**src/hw/rtl/lmcs_pkg.sv**
```systemverilog
// Shared types and constants for the LED mode color sequencer.
package lmcs_pkg;

   localparam logic [1:0] CSR_BLINK_PERIOD = 2'd0;
   localparam logic [1:0] CSR_SATURATION   = 2'd1;
   localparam logic [1:0] CSR_VALUE        = 2'd2;

   localparam logic [7:0] BLINK_PERIOD_RST = 8'd8;
   localparam logic [7:0] SATURATION_RST   = 8'd255;
   localparam logic [7:0] VALUE_RST        = 8'd150;

   localparam logic [1:0] AUTO_MODE   = 2'd0;
   localparam logic [1:0] MANUAL_MODE = 2'd1;

   localparam logic [1:0] SUB_SEMI_AUTO = 2'd0;
   localparam logic [1:0] SUB_SHOVEL    = 2'd1;

   localparam logic [7:0] HUE_SPAN  = 8'd43;
   localparam logic [7:0] HUE_SCALE = 8'd6;
   localparam logic [7:0] FULL      = 8'd255;

   typedef enum logic [2:0] {
      KIND_MAGENTA,
      KIND_RED,
      KIND_BLUE,
      KIND_GREEN,
      KIND_BLACK,
      KIND_RAINBOW
   } color_kind_type;

   typedef struct packed {
      logic accept;
      logic calc;
      logic mix;
      logic load;
   } ctrl_cmd_type;

   typedef struct packed {
      logic emit;
      logic out_free;
   } dp_status_type;

endpackage

```
**src/hw/rtl/lmcs_ctrl.sv**
```systemverilog
// Sequencer state machine for the LED mode color sequencer.
module lmcs_ctrl (
   input  logic                   clock,
   input  logic                   reset,
   input  logic                   req_valid,
   output logic                   req_ready,
   input  lmcs_pkg::dp_status_type status,
   output lmcs_pkg::ctrl_cmd_type  cmd
);
   import lmcs_pkg::*;

   typedef enum logic [3:0] {
      S_IDLE = 4'b0001,
      S_CALC = 4'b0010,
      S_MIX  = 4'b0100,
      S_EMIT = 4'b1000
   } state_type;

   state_type state_ff, state_in;

   always_ff @(posedge clock) begin
      if (reset) begin
         state_ff <= S_IDLE;
      end else begin
         state_ff <= state_in;
      end
   end

   always_comb begin
      state_in   = state_ff;
      cmd        = '0;
      req_ready  = 1'b0;
      case (state_ff)
         S_IDLE: begin
            req_ready = 1'b1;
            if (req_valid) begin
               cmd.accept = 1'b1;
               state_in   = S_CALC;
            end
         end
         S_CALC: begin
            cmd.calc = 1'b1;
            state_in = S_MIX;
         end
         S_MIX: begin
            cmd.mix  = 1'b1;
            state_in = S_EMIT;
         end
         S_EMIT: begin
            if (!status.emit) begin
               state_in = S_IDLE;
            end else if (status.out_free) begin
               cmd.load = 1'b1;
               state_in = S_IDLE;
            end
         end
         default: begin
            state_in = S_IDLE;
         end
      endcase
   end

endmodule

```
**src/hw/rtl/lmcs_dp.sv**
```systemverilog
// Datapath: settings, effect state, HSV unit and result register.
module lmcs_dp (
   input  logic                   clock,
   input  logic                   reset,
   input  logic                   csr_we,
   input  logic [1:0]             csr_index,
   input  logic [7:0]             csr_wdata,
   input  logic                   req_controller_ready,
   input  logic                   req_update_active,
   input  logic                   req_effects_enabled,
   input  logic [1:0]             req_operation_mode,
   input  logic [1:0]             req_manual_submode,
   input  lmcs_pkg::ctrl_cmd_type  cmd,
   output lmcs_pkg::dp_status_type status,
   output logic                   rsp_valid,
   input  logic                   rsp_ready,
   output logic [7:0]             rsp_red,
   output logic [7:0]             rsp_green,
   output logic [7:0]             rsp_blue
);
   import lmcs_pkg::*;

   logic [7:0] period_ff, sat_ff, val_ff;
   logic [7:0] hue_ff, hue_in;
   logic [7:0] blink_ff, blink_in;
   logic       red_on_ff, red_on_in;
   logic       was_on_ff, was_on_in;
   logic       emit_ff, emit_in;
   color_kind_type kind_ff, kind_in;
   logic [7:0] hsv_hue_ff;

   logic [7:0] blink_inc;
   logic [2:0] region;
   logic [7:0] region_base;
   logic [7:0] frac;
   logic [2:0] region_ff;
   logic [15:0] sf_ff, sg_ff;
   logic [7:0] p_ff, q_ff, t_ff;
   logic [15:0] p_prod, q_prod, t_prod;

   logic       valid_ff;
   logic [7:0] red_ff, green_ff, blue_ff;
   logic [7:0] red_in, green_in, blue_in;

   assign blink_inc = blink_ff + 8'd1;

   // Decide the result and the next effect state at acceptance.
   always_comb begin
      hue_in    = hue_ff;
      blink_in  = blink_ff;
      red_on_in = red_on_ff;
      was_on_in = was_on_ff;
      emit_in   = 1'b0;
      kind_in   = KIND_BLACK;
      if (req_controller_ready) begin
         if (req_update_active) begin
            was_on_in = 1'b1;
            emit_in   = 1'b1;
            kind_in   = KIND_MAGENTA;
         end else if (req_effects_enabled) begin
            was_on_in = 1'b1;
            case (req_operation_mode)
               AUTO_MODE: begin
                  emit_in  = 1'b1;
                  blink_in = blink_inc;
                  if (blink_inc >= period_ff) begin
                     red_on_in = !red_on_ff;
                     blink_in  = 8'd0;
                  end
                  kind_in = red_on_in ? KIND_RED : KIND_BLUE;
               end
               MANUAL_MODE: begin
                  emit_in = 1'b1;
                  case (req_manual_submode)
                     SUB_SEMI_AUTO: kind_in = KIND_GREEN;
                     SUB_SHOVEL:    kind_in = KIND_BLACK;
                     default: begin
                        kind_in = KIND_RAINBOW;
                        hue_in  = hue_ff + 8'd1;
                     end
                  endcase
               end
               default: begin
                  emit_in = 1'b0;
               end
            endcase
         end else if (was_on_ff) begin
            was_on_in = 1'b0;
            emit_in   = 1'b1;
            kind_in   = KIND_BLUE;
         end
      end
   end

   // Hue region by compare against region boundaries.
   always_comb begin
      if (hsv_hue_ff >= 8'd215) begin
         region = 3'd5;
      end else if (hsv_hue_ff >= 8'd172) begin
         region = 3'd4;
      end else if (hsv_hue_ff >= 8'd129) begin
         region = 3'd3;
      end else if (hsv_hue_ff >= 8'd86) begin
         region = 3'd2;
      end else if (hsv_hue_ff >= HUE_SPAN) begin
         region = 3'd1;
      end else begin
         region = 3'd0;
      end
      region_base = 8'(16'(region) * 16'(HUE_SPAN));
      frac        = 8'(16'(hsv_hue_ff - region_base) * 16'(HUE_SCALE));
   end

   assign p_prod = 16'(val_ff) * 16'(FULL - sat_ff);
   assign q_prod = 16'(val_ff) * 16'(FULL - sf_ff[15:8]);
   assign t_prod = 16'(val_ff) * 16'(FULL - sg_ff[15:8]);

   always_comb begin
      red_in   = 8'd0;
      green_in = 8'd0;
      blue_in  = 8'd0;
      case (kind_ff)
         KIND_MAGENTA: begin
            red_in  = FULL;
            blue_in = FULL;
         end
         KIND_RED:   red_in   = FULL;
         KIND_BLUE:  blue_in  = FULL;
         KIND_GREEN: green_in = FULL;
         KIND_RAINBOW: begin
            case (region_ff)
               3'd0: begin red_in = val_ff; green_in = t_ff;   blue_in = p_ff;   end
               3'd1: begin red_in = q_ff;   green_in = val_ff; blue_in = p_ff;   end
               3'd2: begin red_in = p_ff;   green_in = val_ff; blue_in = t_ff;   end
               3'd3: begin red_in = p_ff;   green_in = q_ff;   blue_in = val_ff; end
               3'd4: begin red_in = t_ff;   green_in = p_ff;   blue_in = val_ff; end
               default: begin red_in = val_ff; green_in = p_ff; blue_in = q_ff; end
            endcase
         end
         default: begin
            red_in = 8'd0;
         end
      endcase
   end

   always_ff @(posedge clock) begin
      if (reset) begin
         period_ff <= BLINK_PERIOD_RST;
         sat_ff    <= SATURATION_RST;
         val_ff    <= VALUE_RST;
         hue_ff    <= 8'd0;
         blink_ff  <= 8'd0;
         red_on_ff <= 1'b1;
         was_on_ff <= 1'b1;
         emit_ff   <= 1'b0;
         valid_ff  <= 1'b0;
      end else begin
         if (csr_we) begin
            case (csr_index)
               CSR_BLINK_PERIOD: period_ff <= csr_wdata;
               CSR_SATURATION:   sat_ff    <= csr_wdata;
               CSR_VALUE:        val_ff    <= csr_wdata;
               default: begin
                  period_ff <= period_ff;
               end
            endcase
         end
         if (cmd.accept) begin
            hue_ff    <= hue_in;
            blink_ff  <= blink_in;
            red_on_ff <= red_on_in;
            was_on_ff <= was_on_in;
            emit_ff   <= emit_in;
         end
         if (cmd.load) begin
            valid_ff <= 1'b1;
         end else if (rsp_ready) begin
            valid_ff <= 1'b0;
         end
      end
   end

   always_ff @(posedge clock) begin
      if (cmd.accept) begin
         kind_ff    <= kind_in;
         hsv_hue_ff <= hue_ff;
      end
      if (cmd.calc) begin
         region_ff <= region;
         sf_ff     <= 16'(sat_ff) * 16'(frac);
         sg_ff     <= 16'(sat_ff) * 16'(FULL - frac);
         p_ff      <= p_prod[15:8];
      end
      if (cmd.mix) begin
         q_ff <= q_prod[15:8];
         t_ff <= t_prod[15:8];
      end
      if (cmd.load) begin
         red_ff   <= red_in;
         green_ff <= green_in;
         blue_ff  <= blue_in;
      end
   end

   assign status.emit     = emit_ff;
   assign status.out_free = !valid_ff || rsp_ready;

   assign rsp_valid = valid_ff;
   assign rsp_red   = red_ff;
   assign rsp_green = green_ff;
   assign rsp_blue  = blue_ff;

endmodule

```
**src/hw/rtl/led_mode_color_sequencer.sv**
```systemverilog
// Top level of the LED mode color sequencer.
//
//   channel | direction | handshake             | payload
//   req     | in        | req_valid/req_ready   | flags, operation mode, manual submode
//   rsp     | out       | rsp_valid/rsp_ready   | red, green, blue
//   csr     | in        | csr_we                | csr_index, csr_wdata
//
// A request passes through accept, two HSV multiply steps and load of the result register.
// The two-step multiply path of the HSV unit sets those steps; one request is in work at a time.
// Reset restores the settings to 8/255/150, hue and blink count to zero, both flags to one.
// A full, untaken result register holds the last step until rsp_ready frees it.
// Requests that give no result return to idle from the emit step without waiting on rsp_ready.
module led_mode_color_sequencer (
   input  logic       clock,
   input  logic       reset,
   input  logic       csr_we,
   input  logic [1:0] csr_index,
   input  logic [7:0] csr_wdata,
   input  logic       req_valid,
   output logic       req_ready,
   input  logic       req_controller_ready,
   input  logic       req_update_active,
   input  logic       req_effects_enabled,
   input  logic [1:0] req_operation_mode,
   input  logic [1:0] req_manual_submode,
   output logic       rsp_valid,
   input  logic       rsp_ready,
   output logic [7:0] rsp_red,
   output logic [7:0] rsp_green,
   output logic [7:0] rsp_blue
);
   import lmcs_pkg::*;

   ctrl_cmd_type  cmd;
   dp_status_type status;

   lmcs_ctrl u_ctrl (
      .clock     (clock),
      .reset     (reset),
      .req_valid (req_valid),
      .req_ready (req_ready),
      .status    (status),
      .cmd       (cmd)
   );

   lmcs_dp u_dp (
      .clock                (clock),
      .reset                (reset),
      .csr_we               (csr_we),
      .csr_index            (csr_index),
      .csr_wdata            (csr_wdata),
      .req_controller_ready (req_controller_ready),
      .req_update_active    (req_update_active),
      .req_effects_enabled  (req_effects_enabled),
      .req_operation_mode   (req_operation_mode),
      .req_manual_submode   (req_manual_submode),
      .cmd                  (cmd),
      .status               (status),
      .rsp_valid            (rsp_valid),
      .rsp_ready            (rsp_ready),
      .rsp_red              (rsp_red),
      .rsp_green            (rsp_green),
      .rsp_blue             (rsp_blue)
   );

endmodule

```
**config.mk**
```make
export PLATFORM = sky130hd
export DESIGN_NAME = led_mode_color_sequencer
export DESIGN_NICKNAME = d
export VERILOG_FILES = /design/src/hw/rtl/lmcs_pkg.sv /design/src/hw/rtl/lmcs_ctrl.sv /design/src/hw/rtl/lmcs_dp.sv /design/src/hw/rtl/led_mode_color_sequencer.sv
export SDC_FILE = /design/constraint.sdc
export NUM_CORES = 1
export LEC_CHECK = 0
export ABC_AREA = 0
export BUFFER_PORTS_ARGS = -buffer_cell sky130_fd_sc_hd__buf_2
export CORE_AREA = 5 5 157 196
export CTS_BUF_LIST = sky130_fd_sc_hd__clkbuf_16
export CTS_CLUSTER_SIZE = 24
export DETAILED_ROUTE_END_ITERATION = 8
export DIE_AREA = 0 0 162 201
export GPL_TIMING_DRIVEN = 0
export MAX_ROUTING_LAYER = met4
export PLACE_DENSITY_LB_ADDON = 0.2
export SYNTH_ARGS = -nofsm -noshare
export SYNTH_HDL_FRONTEND = slang
export SYNTH_SLANG_ARGS = --single-unit
export TNS_END_PERCENT = 100
```
**constraint.sdc**
```tcl
create_clock -name clock -period 10.2 [get_ports clock]
set_clock_uncertainty 0.15 [all_clocks]
set_input_delay 0.51 -clock clock [delete_from_list [all_inputs] [get_ports clock]]
set_output_delay 0.51 -clock clock [all_outputs]
set_load 0.05 [all_outputs]
```
==> metrics.txt <==
GP Congestion 0.929; net count reported at finish 2,090; remaining antenna violation count after routing 0; worst slew pin tran 1.06 ns; post-synth top area cell fa_1; Worst Path Required 10.22 ns; Worst path slowest cell fa_1; latest clock arrival within the worst-skew pair 0.44 ns; ys async rst share 0%; Post-CTS Setup Bufs 0; Non-Filler Instances 2,082; clk buf depth 2; Top FF cell, synth edfxtp_1; R2R Path Start u_dp.hsv_hue_ff[5]; crit path kind reg2reg; Root Driver clkbuf_16; Layout area overhead 8.70%; Top Ports 48; Synth Register Bits approximately 130; fin crit share 90.5%; Hold-fix buffers, CTS 0; Hold Path Origin csr_wdata[1]; Core Util, Final 58.4%; Port-buffer cells between 40 and 50; slew margin rel. 29.1%; vias 11,522; CP endpoint u_dp.sf_ff[15]; final hold viol count 0; DP Wirelength 29,300 um; H-tree depth 4; FF-to-FF End u_dp.sf_ff[15]; largest net degree at the start of global routing 25; worst reg-to-reg setup slack roughly 0.97 ns; Tmin final ~9.2 ns; vias per cell 5.53; Ant. Diodes 0; CTS tree done; endpoints failing setup 0; top cell type's share of synthesized area 22.1%; Synth Net Count just over 2,000; Num Clock Sinks roughly 130; setup TNS 0 ns; status complete, no violations; Placed Cells 2,050; Die H 201 um; Worst Reg-to-Reg Cells 35; RSZ-0062 raised after global routing no; fraction of layout cells with a size suffix above 1 under 10%; Seq/Total Area, Yosys a little over a fifth; Largest stage delay, worst path 0.54 ns; Die Width 162 um; synth top area cells fa_1, ha_1, edfxtp_1; post_cts resized 0; die footprint approximately 33,000 um2; Hold/Removal Path Class in2reg; Max Slew Vio Count 0; initial antenna violation count 0; Post-synth EDFFs 78; drt pass-1 iters 7; Netlist cell types 72; Worst EP arrival 9.25 ns; mapped cell area 15,500 um2; initial core utilization a little over half; CP Capture Type register; gr usage total 23.9%; cell row count 70; DRC Markers 0; 1st-iter DRT viols 572; final wirelength 36,700 um; Clock Pin Slew Worst Setup and Hold Paths 0.08 ns; synthesized area per cell 9.47 um2; routed wire length per instance between 15 and 20 um; Max-cap violations 0; Syn Inst Count 1,639; critical path launch point type register; GRT overflow 0; Max Fclk about 110 MHz; vias in the first global route 12,093; Core Region between 20,000 and 30,000 um2; first-pass GRT wire length 60,800 um; Num CTS Buffers 17; Max FO, Critical Path 10; yosys warns 0; Setup crit start u_dp.hsv_hue_ff[5]
==> layout by cell type (no fill, tap or decap), drive strengths merged, types with 9 or more instances in the layout <==
| master | instances |
|---|---|
| a221oi | 9 |
| dfxtp | 48 |
| a21oi | 62 |
| nor3 | 13 |
| fa | 171 |
| nor2b | 129 |
| xor2 | 24 |
| o22a | 9 |
| a211oi | 9 |
| edfxtp | 78 |
| ha | 188 |
| nand2b | 111 |
| and2 | 39 |
| nor2 | 81 |
| clkbuf | 74 |
| nand3 | 13 |
| a21o | 16 |
| a22oi | 9 |
| xnor2 | 39 |
| o221ai | 15 |
| and3 | 12 |
| nand3b | 14 |
| buf | 61 |
| inv | 267 |
| nand2 | 79 |
| o21ai | 46 |
==> final cells by class <==
class	count	area (um2)
Clock buffer	17	425
Inverter	259	972
Timing Repair Buffer	51	268
Clock inverter	15	194
Buffer	67	259
Tap cell	360	450
Sequential cell	126	3300
Fill cell	2560	12000
Multi-Input combinational cell	1187	11000
==> through the flow <==
stage	hold WS (ns)	setup slack, ns	cell area [um2]
finish	0.177	0.971	16900
global route	0.178	0.513	16900
CTS	0.165	0.965	16900
detailed placement	0.323	1.07	16300
floorplan	0.278	1.88	15500
global placement	0.299	1.19	16200
==> synthesized netlist by cell type, types with 3 or more instances <==
cell type / instances
a21oi_1: 58
o21bai_1: 6
a211o_1: 7
or2b_1: 3
edfxtp_1: 78
buf_1: 6
a211oi_1: 8
or4_1: 3
nand3b_1: 14
nor2_1: 80
and2b_1: 5
ha_1: 188
nand2b_1: 111
a22oi_1: 9
nor4b_1: 3
a221oi_1: 9
and3_1: 12
xor2_1: 24
buf_2: 3
o221ai_1: 15
nor4_1: 4
fa_1: 171
o21a_1: 8
nor3_1: 12
o21ai_0: 24
inv_1: 259
o22a_1: 9
mux2i_1: 7
nor2b_1: 129
nand4_1: 8
and2_1: 39
o32ai_1: 7
a31oi_1: 4
a21o_1: 16
clkbuf_1: 57
a21oi_2: 3
o21ai_1: 22
dfxtp_1: 48
xnor2_1: 39
nand3_1: 13
nand2_1: 79
==> cell families after synthesis <==
family | Yosys count | synth area share [%]
flip-flops | 126 | 21.3
other | 2 | 0.0484
XOR/XNOR | 64 | 3.70
buffers and inverters | 326 | 7.93
multiplexers | 7 | 0.451
AND/OR/NAND/NOR | 532 | 19.4
AO/OA/AOI/OAI | 223 | 9.95
adder cells (fa/ha/maj) | 359 | 37.2
==> routing by layer <==
metal | share of wire, % | wire length (um) | track usage (%)
met3 | 3.3 | 1220 | 2.81
met1 | 42 | 15300 | 28.6
met5 | 0 | 0 | -
met4 | 4.5 | 1650 | 9.88
met2 | 51 | 18600 | 41.0
==> worst max-delay path, delay by kind of cell, from the launching register on <==
kind / cells / cell delay [ns]
XOR/XNOR: 4 / 1.01
adder cells (fa/ha/maj): 9 / 3.74
AND/OR/NAND/NOR: 5 / 0.79
buffers and inverters: 6 / 0.65
AO/OA/AOI/OAI: 11 / 2.10
flip-flops: 1 / 0.48
==> how the worst min path moves through the flow <==
stage	depth (start not counted)	slack, ns	endpoint
floorplan	0	0.28	u_dp.hsv_hue_ff[7]
global placement	0	0.30	u_dp.hsv_hue_ff[7]
detailed placement	0	0.32	u_dp.hsv_hue_ff[7]
CTS	3	0.16	u_dp.sat_ff[1]
global route	3	0.18	u_dp.sat_ff[1]
finish	3	0.18	u_dp.sat_ff[1]
Power is not shown: default switching activity piles up to over one toggle a cycle in this logic, so the estimate is an artifact.
